--- src/sv/ilb_pkg.sv ---
// ----------------------------------------------------------------------------
// ilb_pkg: shared types for the indexed ordered list buffer
// Command codes, sequencer states and the packed beat types of both channels.
// ----------------------------------------------------------------------------
package ilb_pkg;

  typedef enum logic [1:0] {
    CMD_INSERT = 2'd0,
    CMD_DELETE = 2'd1,
    CMD_WRITE  = 2'd2,
    CMD_READ   = 2'd3
  } cmd_t;

  typedef enum logic [3:0] {
    ST_IDLE,
    ST_SHIFT_RD,
    ST_SHIFT_WR,
    ST_WRITE,
    ST_READ,
    ST_HEAD_RD,
    ST_TAIL_RD,
    ST_TAIL_CAP,
    ST_DONE
  } state_t;

  typedef struct packed {
    cmd_t               cmd;
    logic [4:0]         position;
    logic signed [31:0] item_value;
  } in_beat_t;

  typedef struct packed {
    logic               ok;
    logic signed [31:0] read_value;
    logic [4:0]         entry_count;
    logic signed [31:0] head_value;
    logic signed [31:0] tail_value;
  } out_beat_t;

endpackage

--- src/sv/ilb_ram.sv ---
// ----------------------------------------------------------------------------
// ilb_ram: generic single-write, single-read RAM
// One write port and one read port with registered read data.
// ----------------------------------------------------------------------------
module ilb_ram #(
  parameter int WIDTH = 32,
  parameter int DEPTH = 16
) (
  input  logic                     clk,
  input  logic                     we,
  input  logic [$clog2(DEPTH)-1:0] waddr,
  input  logic [WIDTH-1:0]         wdata,
  input  logic                     re,
  input  logic [$clog2(DEPTH)-1:0] raddr,
  output logic [WIDTH-1:0]         rdata
);

  logic [WIDTH-1:0] mem [DEPTH];

  always_ff @(posedge clk) begin
    if (we) begin
      mem[waddr] <= wdata;
    end
    if (re) begin
      rdata <= mem[raddr];
    end
  end

endmodule

--- src/sv/indexed_ordered_list_buffer.sv ---
// ----------------------------------------------------------------------------
// indexed_ordered_list_buffer: position-addressed ordered list of 32-bit values
// Inserts, deletes, overwrites or reads one entry per command and reports the
// count and the head and tail entries after the command.
// ----------------------------------------------------------------------------
//
//   channel  | ports                       | beat carries
//   ---------+-----------------------------+-------------------------------------
//   command  | in_valid, in_ready, in_data | cmd, position, item_value
//   result   | out_valid, out_ready,       | ok, read_value, entry_count,
//            | out_data                    | head_value, tail_value
//
// A read or overwrite passes its access state, then the head and tail fetch
// states, and the result beat is loaded in ST_DONE; a rejected command goes
// straight to ST_HEAD_RD, which leads on to ST_DONE on an empty list. An insert
// spends a shift read and a shift write on each entry moved, since the single
// RAM port pair moves one entry per read/write pair; an append moves nothing.
// A delete shifts each following entry down likewise; deleting the tail moves
// nothing, and the fetch is skipped when the list empties. in_ready rises
// together with the result beat, so the next command can be accepted as it appears.
// Reset clears the count, the sequencer and the result valid flag; the RAM
// needs no clearing because only positions below the count are ever read.
// A new command is taken as soon as the sequencer returns to idle, even while
// the previous result beat still waits for out_ready. If that beat is still
// waiting when the next result is ready, the sequencer holds until it is taken.
// ----------------------------------------------------------------------------
module indexed_ordered_list_buffer #(
  parameter int CAPACITY = 16
) (
  input  logic               clk,
  input  logic               rst_n,
  input  logic               in_valid,
  output logic               in_ready,
  input  ilb_pkg::in_beat_t  in_data,
  output logic               out_valid,
  input  logic               out_ready,
  output ilb_pkg::out_beat_t out_data
);

  // Address width of the store, count width (must hold CAPACITY itself) and
  // a common width wide enough to compare a 5-bit position against the count.
  localparam int AW = $clog2(CAPACITY);
  localparam int CW = $clog2(CAPACITY + 1);
  localparam int XW = (CW > 5) ? CW : 5;

  ilb_pkg::state_t    state_r, state_nxt;
  ilb_pkg::cmd_t      cmd_r, cmd_nxt;
  logic [AW-1:0]      pos_r, pos_nxt;
  logic [31:0]        val_r, val_nxt;
  logic               ok_r, ok_nxt;
  logic [31:0]        rd_r, rd_nxt;
  logic [31:0]        head_r, head_nxt;
  logic [31:0]        tail_r, tail_nxt;
  logic [AW-1:0]      idx_r, idx_nxt;
  logic [CW-1:0]      count_r, count_nxt;
  logic               out_valid_r, out_valid_nxt;
  ilb_pkg::out_beat_t out_data_r, out_data_nxt;

  logic               ram_we;
  logic [AW-1:0]      ram_waddr;
  logic [31:0]        ram_wdata;
  logic               ram_re;
  logic [AW-1:0]      ram_raddr;
  logic [31:0]        ram_rdata;

  logic [XW-1:0]      pos_x;
  logic [XW-1:0]      count_x;

  assign pos_x   = XW'(in_data.position);
  assign count_x = XW'(count_r);

  // The list lives in the RAM in order: list position p sits at address p.
  ilb_ram #(
    .WIDTH (32),
    .DEPTH (CAPACITY)
  ) u_store (
    .clk   (clk),
    .we    (ram_we),
    .waddr (ram_waddr),
    .wdata (ram_wdata),
    .re    (ram_re),
    .raddr (ram_raddr),
    .rdata (ram_rdata)
  );

  always_ff @(posedge clk) begin
    if (!rst_n) begin
      state_r     <= ilb_pkg::ST_IDLE;
      count_r     <= '0;
      out_valid_r <= 1'b0;
    end else begin
      state_r     <= state_nxt;
      count_r     <= count_nxt;
      out_valid_r <= out_valid_nxt;
    end
  end

  always_ff @(posedge clk) begin
    cmd_r      <= cmd_nxt;
    pos_r      <= pos_nxt;
    val_r      <= val_nxt;
    ok_r       <= ok_nxt;
    rd_r       <= rd_nxt;
    head_r     <= head_nxt;
    tail_r     <= tail_nxt;
    idx_r      <= idx_nxt;
    out_data_r <= out_data_nxt;
  end

  // Sequencer. An insert walks from the tail down to the position, copying
  // each entry one address up, then writes the new value. A delete walks from
  // the position up, copying each following entry one address down. Every
  // command then fetches any head and tail before the result is loaded. The
  // result register is only loaded in the last state, so a beat that is still
  // waiting keeps its payload while the next command runs.
  always_comb begin
    state_nxt     = state_r;
    cmd_nxt       = cmd_r;
    pos_nxt       = pos_r;
    val_nxt       = val_r;
    ok_nxt        = ok_r;
    rd_nxt        = rd_r;
    head_nxt      = head_r;
    tail_nxt      = tail_r;
    idx_nxt       = idx_r;
    count_nxt     = count_r;
    out_data_nxt  = out_data_r;
    out_valid_nxt = out_valid_r & ~out_ready;

    ram_we    = 1'b0;
    ram_waddr = idx_r;
    ram_wdata = ram_rdata;
    ram_re    = 1'b0;
    ram_raddr = idx_r;

    case (state_r)
      ilb_pkg::ST_IDLE: begin
        if (in_valid) begin
          cmd_nxt = in_data.cmd;
          pos_nxt = AW'(in_data.position);
          val_nxt = in_data.item_value;
          rd_nxt  = '0;
          ok_nxt  = 1'b0;
          if (in_data.cmd == ilb_pkg::CMD_INSERT) begin
            if ((pos_x <= count_x) && (count_x < XW'(CAPACITY))) begin
              ok_nxt = 1'b1;
              if (pos_x < count_x) begin
                idx_nxt   = AW'(count_r - CW'(1));
                state_nxt = ilb_pkg::ST_SHIFT_RD;
              end else begin
                state_nxt = ilb_pkg::ST_WRITE;
              end
            end else begin
              state_nxt = ilb_pkg::ST_HEAD_RD;
            end
          end else if (pos_x < count_x) begin
            ok_nxt = 1'b1;
            case (in_data.cmd)
              ilb_pkg::CMD_DELETE: begin
                idx_nxt = AW'(in_data.position);
                if (pos_x < count_x - XW'(1)) begin
                  state_nxt = ilb_pkg::ST_SHIFT_RD;
                end else begin
                  // Deleting the last entry moves nothing.
                  count_nxt = count_r - CW'(1);
                  state_nxt = ilb_pkg::ST_HEAD_RD;
                end
              end
              ilb_pkg::CMD_WRITE: begin
                state_nxt = ilb_pkg::ST_WRITE;
              end
              default: begin
                state_nxt = ilb_pkg::ST_READ;
              end
            endcase
          end else begin
            state_nxt = ilb_pkg::ST_HEAD_RD;
          end
        end
      end

      ilb_pkg::ST_SHIFT_RD: begin
        ram_re = 1'b1;
        if (cmd_r == ilb_pkg::CMD_INSERT) begin
          ram_raddr = idx_r;
        end else begin
          ram_raddr = idx_r + AW'(1);
        end
        state_nxt = ilb_pkg::ST_SHIFT_WR;
      end

      ilb_pkg::ST_SHIFT_WR: begin
        ram_we    = 1'b1;
        ram_wdata = ram_rdata;
        if (cmd_r == ilb_pkg::CMD_INSERT) begin
          ram_waddr = idx_r + AW'(1);
          if (idx_r == pos_r) begin
            state_nxt = ilb_pkg::ST_WRITE;
          end else begin
            idx_nxt   = idx_r - AW'(1);
            state_nxt = ilb_pkg::ST_SHIFT_RD;
          end
        end else begin
          ram_waddr = idx_r;
          idx_nxt   = idx_r + AW'(1);
          if (CW'(idx_r) + CW'(1) == count_r - CW'(1)) begin
            count_nxt = count_r - CW'(1);
            state_nxt = ilb_pkg::ST_HEAD_RD;
          end else begin
            state_nxt = ilb_pkg::ST_SHIFT_RD;
          end
        end
      end

      ilb_pkg::ST_WRITE: begin
        ram_we    = 1'b1;
        ram_waddr = pos_r;
        ram_wdata = val_r;
        if (cmd_r == ilb_pkg::CMD_INSERT) begin
          count_nxt = count_r + CW'(1);
        end
        state_nxt = ilb_pkg::ST_HEAD_RD;
      end

      ilb_pkg::ST_READ: begin
        ram_re    = 1'b1;
        ram_raddr = pos_r;
        state_nxt = ilb_pkg::ST_HEAD_RD;
      end

      ilb_pkg::ST_HEAD_RD: begin
        // Read data here belongs to the read command, if that was the path.
        if ((cmd_r == ilb_pkg::CMD_READ) && ok_r) begin
          rd_nxt = ram_rdata;
        end
        if (count_r == '0) begin
          head_nxt  = '0;
          tail_nxt  = '0;
          state_nxt = ilb_pkg::ST_DONE;
        end else begin
          ram_re    = 1'b1;
          ram_raddr = '0;
          state_nxt = ilb_pkg::ST_TAIL_RD;
        end
      end

      ilb_pkg::ST_TAIL_RD: begin
        head_nxt  = ram_rdata;
        ram_re    = 1'b1;
        ram_raddr = AW'(count_r - CW'(1));
        state_nxt = ilb_pkg::ST_TAIL_CAP;
      end

      ilb_pkg::ST_TAIL_CAP: begin
        tail_nxt  = ram_rdata;
        state_nxt = ilb_pkg::ST_DONE;
      end

      ilb_pkg::ST_DONE: begin
        // The result register frees up once its beat has been taken.
        if (!out_valid_r || out_ready) begin
          out_data_nxt.ok          = ok_r;
          out_data_nxt.read_value  = rd_r;
          out_data_nxt.entry_count = 5'(count_x);
          out_data_nxt.head_value  = head_r;
          out_data_nxt.tail_value  = tail_r;
          out_valid_nxt            = 1'b1;
          state_nxt                = ilb_pkg::ST_IDLE;
        end
      end

      default: begin
        state_nxt = ilb_pkg::ST_IDLE;
      end
    endcase
  end

  assign in_ready  = (state_r == ilb_pkg::ST_IDLE);
  assign out_valid = out_valid_r;
  assign out_data  = out_data_r;

  // The count can never pass the store size.
  a_count_bound: assert property (@(posedge clk) disable iff (!rst_n)
    count_r <= CW'(CAPACITY))
    else $error("entry count exceeds capacity");

  // The count moves by at most one per cycle.
  a_count_step: assert property (@(posedge clk) disable iff (!rst_n)
    1'b1 |=> (count_r == $past(count_r)) || (count_r == $past(count_r) + CW'(1))
             || (count_r == $past(count_r) - CW'(1)))
    else $error("entry count jumped");

  // Each shift write uses data fetched in the cycle before.
  a_shift_pair: assert property (@(posedge clk) disable iff (!rst_n)
    (state_r == ilb_pkg::ST_SHIFT_WR) |-> ($past(state_r) == ilb_pkg::ST_SHIFT_RD))
    else $error("shift write without preceding read");

  // A rejected command never touches the store.
  a_reject_no_write: assert property (@(posedge clk) disable iff (!rst_n)
    (ram_we && (state_r != ilb_pkg::ST_IDLE)) |-> ok_r)
    else $error("store written by a rejected command");

endmodule

--- config.mk ---
export PLATFORM = sky130hd
export DESIGN_NAME = indexed_ordered_list_buffer
export DESIGN_NICKNAME = d
export VERILOG_FILES = /design/src/sv/ilb_pkg.sv /design/src/sv/ilb_ram.sv /design/src/sv/indexed_ordered_list_buffer.sv
export SDC_FILE = /design/constraint.sdc
export NUM_CORES = 1
export LEC_CHECK = 0
export ABC_CLOCK_PERIOD_IN_PS = 8520
export BUFFER_PORTS_ARGS = -buffer_cell sky130_fd_sc_hd__buf_2
export CAP_MARGIN = 20
export CELL_PAD_IN_SITES_DETAIL_PLACEMENT = 1
export CELL_PAD_IN_SITES_GLOBAL_PLACEMENT = 2
export CORE_MARGIN = 5
export CORE_UTILIZATION = 25
export DETAILED_ROUTE_END_ITERATION = 16
export PLACE_DENSITY = 0.6
export SKIP_CTS_REPAIR_TIMING = 1
export SLEW_MARGIN = 20
export SYNTH_ARGS = -nofsm -noshare
export SYNTH_HDL_FRONTEND = slang
export SYNTH_SLANG_ARGS = --single-unit
export TNS_END_PERCENT = 1
--- constraint.sdc ---
create_clock -name clk -period 8.52 [get_ports clk]
set_clock_uncertainty 0.15 [all_clocks]
set_input_delay 0.426 -clock clk [delete_from_list [all_inputs] [get_ports clk]]
set_output_delay 0.426 -clock clk [all_outputs]
set_load 0.05 [all_outputs]
# After elaboration in Yosys (flattened, before gate mapping)
# Memories as Yosys holds them, arrays and structs flattened. A register that Yosys moved wholly into a read port is not among the register bits.
# Cells that the tools add are included.
[word_totals]
wordCells = 134
ff_bits = 251
memories = 1
in_bits = 43
ram_bits = 512
[memory_table]
columns = ["memory", "words", "width", "read_ports", "rd_ports_with_merged_regs", "write_ports", "line", "source"]
rows = [
  ["u_store.mem", 16, 32, 1, 1, 1, "ilb_ram.sv:18", "logic [WIDTH-1:0] mem [DEPTH];"],
]
[op_classes]
n_eq_ne = 29
addsub = 5
mux = 53
bitwise = 2
magnitude_cmp = 4
n_reduce_logical = 24
[op_table]
columns = ["cell", "count"]
rows = [
  ["$pmux 32 s2", 3],
  ["$mux 32", 4],
  ["$mux 4", 18],
  ["$mux 5", 8],
  ["$pmux 4 s8", 1],
  ["$pmux 4 s2", 3],
  ["$ne 2x2->1 const B", 9],
  ["$eq 4x3->1 const B", 4],
  ["$pmux 4 s4", 1],
  ["$pmux 5 s3", 1],
  ["$lt 5x5->1", 2],
  ["$reduce_and 2->1", 5],
  ["$mux 1", 9],
  ["$reduce_and 9->1", 1],
  ["$eq 4x2->1 const B", 2],
  ["$reduce_bool 2->1", 4],
  ["$reduce_and 7->1", 1],
  ["$mux 3", 2],
  ["$ne 3x1->1 const B", 2],
  ["$ne 3x2->1 const B", 2],
  ["$add 4x1->5 const B", 1],
  ["$add 5x1->5 const B", 1],
  ["$eq 5x5->1", 1],
  ["$le 5x5->1", 1],
  ["other kinds (25)", 31],
]

# Logic depth before layout (Yosys ltp)
[logic_depth]
ltp_word = 8
ltp_mapped = 13
ltp_nobuf = 11

# By module
# From an unflattened synthesis, not the netlist that was laid out.
[unflattened]
cells_unflattened = 1461
hier_area_um2 = 30107.6
[by_module_without_submodules]
columns = ["module", "area_per_inst_um2", "cells_per_inst", "n_inst"]
rows = [
  ["ilb_ram", 20155.6, 838, 1],
  ["indexed_ordered_list_buffer", 9952.0, 623, 1],
]

# Worst setup path after synthesis
# Ideal clock, no wire load.
[synth_timing]
path_kind = "flip-flop to flip-flop"
startpoint = "register state_r[1]"
endpoint = "register out_data_r, in the netlist out_data[0] (enable)"
synth_period_minus_slack_ps = 6157
required_time_ps = 7794
arrival_ps = 5431
path_slack_ps = 2363
path_stages_with_launch = 6
cell_sequence = "dfxtp_1 > buf_2 > buf_1 > inv_1 > and3_1 > nor2b_1"
[synth_between]
elab_chain_len = 2
[synth_rtl]
columns = ["item", "line", "source"]
rows = [
  ["from (decl)", "indexed_ordered_list_buffer.sv:46", "ilb_pkg::state_t state_r, state_nxt;"],
  ["from (signal assigned)", "indexed_ordered_list_buffer.sv:88", "state_r <= ilb_pkg::ST_IDLE;"],
  ["from (signal assigned)", "indexed_ordered_list_buffer.sv:92", "state_r <= state_nxt;"],
  ["$eq 4x4->1", "indexed_ordered_list_buffer.sv:136", "case (state_r)"],
  ["$reduce_and 2->1 (no line)", "n/a", ""],
  ["to (signal assigned)", "indexed_ordered_list_buffer.sv:107", "out_data_r <= out_data_nxt;"],
  ["to (decl)", "indexed_ordered_list_buffer.sv:57", "ilb_pkg::out_beat_t out_data_r, out_data_nxt;"],
]
# Every way passes these cells.
# A chain may end at the register's enable or synchronous reset.

# Final worst setup path
[layout_timing]
startpoint = "register count_r[0]"
endpoint = "register u_store.rdata[7], read port of u_store.mem, data pin"
[layout_between]
elab_chain_len = 3
elab_cells_between_ends = 6
classes_between = "add/sub (1); mux (4); reduce/logical (1)"
[layout_rtl]
columns = ["item", "line", "source"]
rows = [
  ["from (decl)", "indexed_ordered_list_buffer.sv:55", "logic [CW-1:0] count_r, count_nxt;"],
  ["from (signal assigned)", "indexed_ordered_list_buffer.sv:93", "count_r <= count_nxt;"],
  ["parallel branches: the longest is 3 deep, another holds $sub 5x1->5", "n/a", ""],
  ["to (decl)", "ilb_ram.sv:15", "output logic [WIDTH-1:0] rdata"],
]
# Parallel ways; which one is timed is not known.

==> metrics.md <==
| Metric | Value |
|---|---|
| Status | finished, violations left |
| Failing checks | hold timing |
| P_leak | 11.9 nW |
| Drt first pass iters | 5 |
| First-pass GRT wire length | 127 mm |
| Measured slew at the worst slew-check pin | 1.04 ns |
| DRC viols | 0 |
| Fin. Hold Viols | 1 |
| Most frequent cells after synthesis | edfxtp_1, a21oi_1, nand2_1 |
| Syn_area_per_cell | 15.4 um^2 |
| Slew HR | 0.307 |
| Core area | 122,000 um^2 |
| Max Cap Violations | 0 |
| Total Routing Usage GR | 0.130 |
| Initial antenna violation count | 4 |
| Vias in the first global route | 18,758 |
| Synth Register Bits | 795 |
| Critical hold path startpoint | out_ready |
| RSZ-0062 raised after global routing | false |
| Sink Count | 795 |
| DIE HEIGHT | 360 um |
| Fin util | 0.299 |
| Fillers | 12,835 |
| Setup TNS | 0 ns |
| Seq/Total Area, Yosys | 0.777 |
| Ratio of cells with drive above 1 in the final layout | 0.166 |
| Worst vdd ir | 0.363 mV |
| I/O Pins | 147 |
| CP Capture Type | flop |
| Initial Utilization | 0.251 |
| Clock tree root driver cell | clkbuf_16 |
| 1st-iter DRT viols | 1,121 |
| Synth top area share | 0.771 |
| Rows | 128 |
| Post-synthesis cell count | 1,990 |
| # nets final | 2,226 |
| Maximum buffer depth of the clock tree | 3 |
| Startpoint class of the critical path | flop |
| Yosys warns | 0 |
| Synth area leader | edfxtp_1 |
| Area contributors post-synth | edfxtp_1, a21oi_1, a221oi_1, nand2_1, and2_1 |
| Hpwl dp | 47.5 mm |
| Drt total wl | 86.9 mm |
| Most frequent cell after synthesis | edfxtp_1 |
| Post-synth EDFFs | 785 |
| Synth unique cells | 57 |
| Required @ worst endpoint | 8.87 ns |
| CP Launch Point | count_r[0] |
| Max Slew Vio Count | 0 |
| Ys async rst share | 0 |
| Final Worst Setup Slack | 3.42 ns |
| Mapped Area | 30,600 um^2 |
| Post-synthesis net count | 2,050 |
| Cts bufs inserted | 85 |
| Primary FF master, synth | edfxtp_1 |
| Worst Path Max Fanout | 175 |
| Placer Congestion | 0.746 |
| Pwr Density | 369 nW/um^2 |
| Routed length per instance | 22.5 um |
| Largest net degree at the start of global routing | 176 |
| Worst r2r src | count_r[0] |
| Fmax | 196 MHz |
| Via count | 17,691 |
| Port bufs | 146 |
| Clock transition at the registers of the reported paths | 0.06 ns |
| Hold Path Class | in2reg |
| DRT antenna net count | 0 |
| Power, Total | 13.4 mW |
| Minimum hold slack | -0.0000996 ns |
| Die width | 360 um |
| CTS tree | built |
| Die Area | 129,000 um^2 |
| DP Worst Slack | 3.53 ns |
| Vias/cell | 4.59 |
| Area Growth Syn to Fin | 18.8% |
| WS Path Type | reg2reg |
| H-tree depth | 3 |
| Period utilization | 0.599 |
| Gr ovfl total | 0 |
| Clock Latency Late Sink | 0.64 ns |
| Fin crit period | 5.10 ns |
| Worst endpoint data arrival time | 5.45 ns |
| Final Setup Violations | 0 |
==> registers in the layout (all words and copies together), names as in the netlist <==
name,count
u_store.mem,512
out_data,102
head_r,32
rd_r,32
tail_r,32
u_store.rdata,32
val_r,32
count_r,5
idx_r,4
pos_r,4
state_r,4
cmd_r,2
ok_r,1
out_valid,1
==> logic make-up after synthesis <==
kind of cell | Yosys count | synth area share
xor+xnor | 14 | 0.00401
flops | 795 | 0.777
buf+inv | 151 | 0.0217
fa+ha+maj | 17 | 0.00695
compound gates | 466 | 0.0964
simple gates | 511 | 0.0805
mux | 36 | 0.0131
==> power breakdown <==
part           switching, mW  internal [mW]
Clock                   1.50           2.10
Combinational           3.09           1.14
Sequential             0.312           5.25
==> layout by cell type (no fill, tap or decap), drive strengths merged, types with 5 or more instances in the layout <==
cell type,count
a211oi,5
edfxtp,785
inv,25
dfxtp,10
nand2b,11
mux2,33
nor3,11
a221oi,128
and2,98
o21ai,19
clkinv,28
or2,5
nand2,277
ha,17
or4,34
xor2,7
nand3,7
clkbuf,105
bufinv,8
a21oi,277
nor2,41
dlygate4sd3,39
xnor2,7
and3,6
buf,181
==> per-layer routing <==
| metal | track usage | vias up | routed length (um) |
|---|---|---|---|
| met3 | 0.0173 | 128 | 3120 |
| met1 | 0.166 | 9222 | 37700 |
| met2 | 0.230 | 348 | 44000 |
| met5 | 0 | - | 0 |
| met4 | 0.0413 | 0 | 2080 |
| li1 | - | 7993 | - |
==> cell type report <==
type,count,area (um^2),share of cell area
Clock inverter,44,473,0.0130
Inverter,20,75.1,0.00207
Tap cell,1625,2030,0.0560
Timing Repair Buffer,220,1400,0.0385
Clock buffer,105,2220,0.0612
Antenna cell,1,2.50,0.0000689
Sequential cell,795,23800,0.654
Multi-Input combinational cell,1044,6360,0.175
==> per-stage QoR <==
stage          instances  area, um^2
6_report            3854       36300
5_1_grt             3853       36300
2_1_floorplan       1990       30600
4_1_cts             3814       35900
3_3_place_gp        3665       33200
3_5_place_dp        3665       33200
==> worst max-delay path, stage by stage, from the launching register on <==
cell	delay, ns
dfxtp_1	0.73
inv_1	0.19
ha_1	0.30
nor4b_4	0.17
and3_1	0.26
o31ai_1	0.65
and2_4	0.89
buf_12	0.59
a21oi_1	0.17
a221oi_1	0.42
or4_1	0.17
==> worst paths after layout <==
check / end / slack, ns / cells past startpoint
hold reg to reg: out_data[15] / 0.25 / 0
setup reg to reg: u_store.rdata[7] / 3.42 / 10
hold / removal: out_valid / -0.0001 / 4
setup / recovery: u_store.rdata[7] / 3.42 / 10
(Power assumes the default switching activity.)
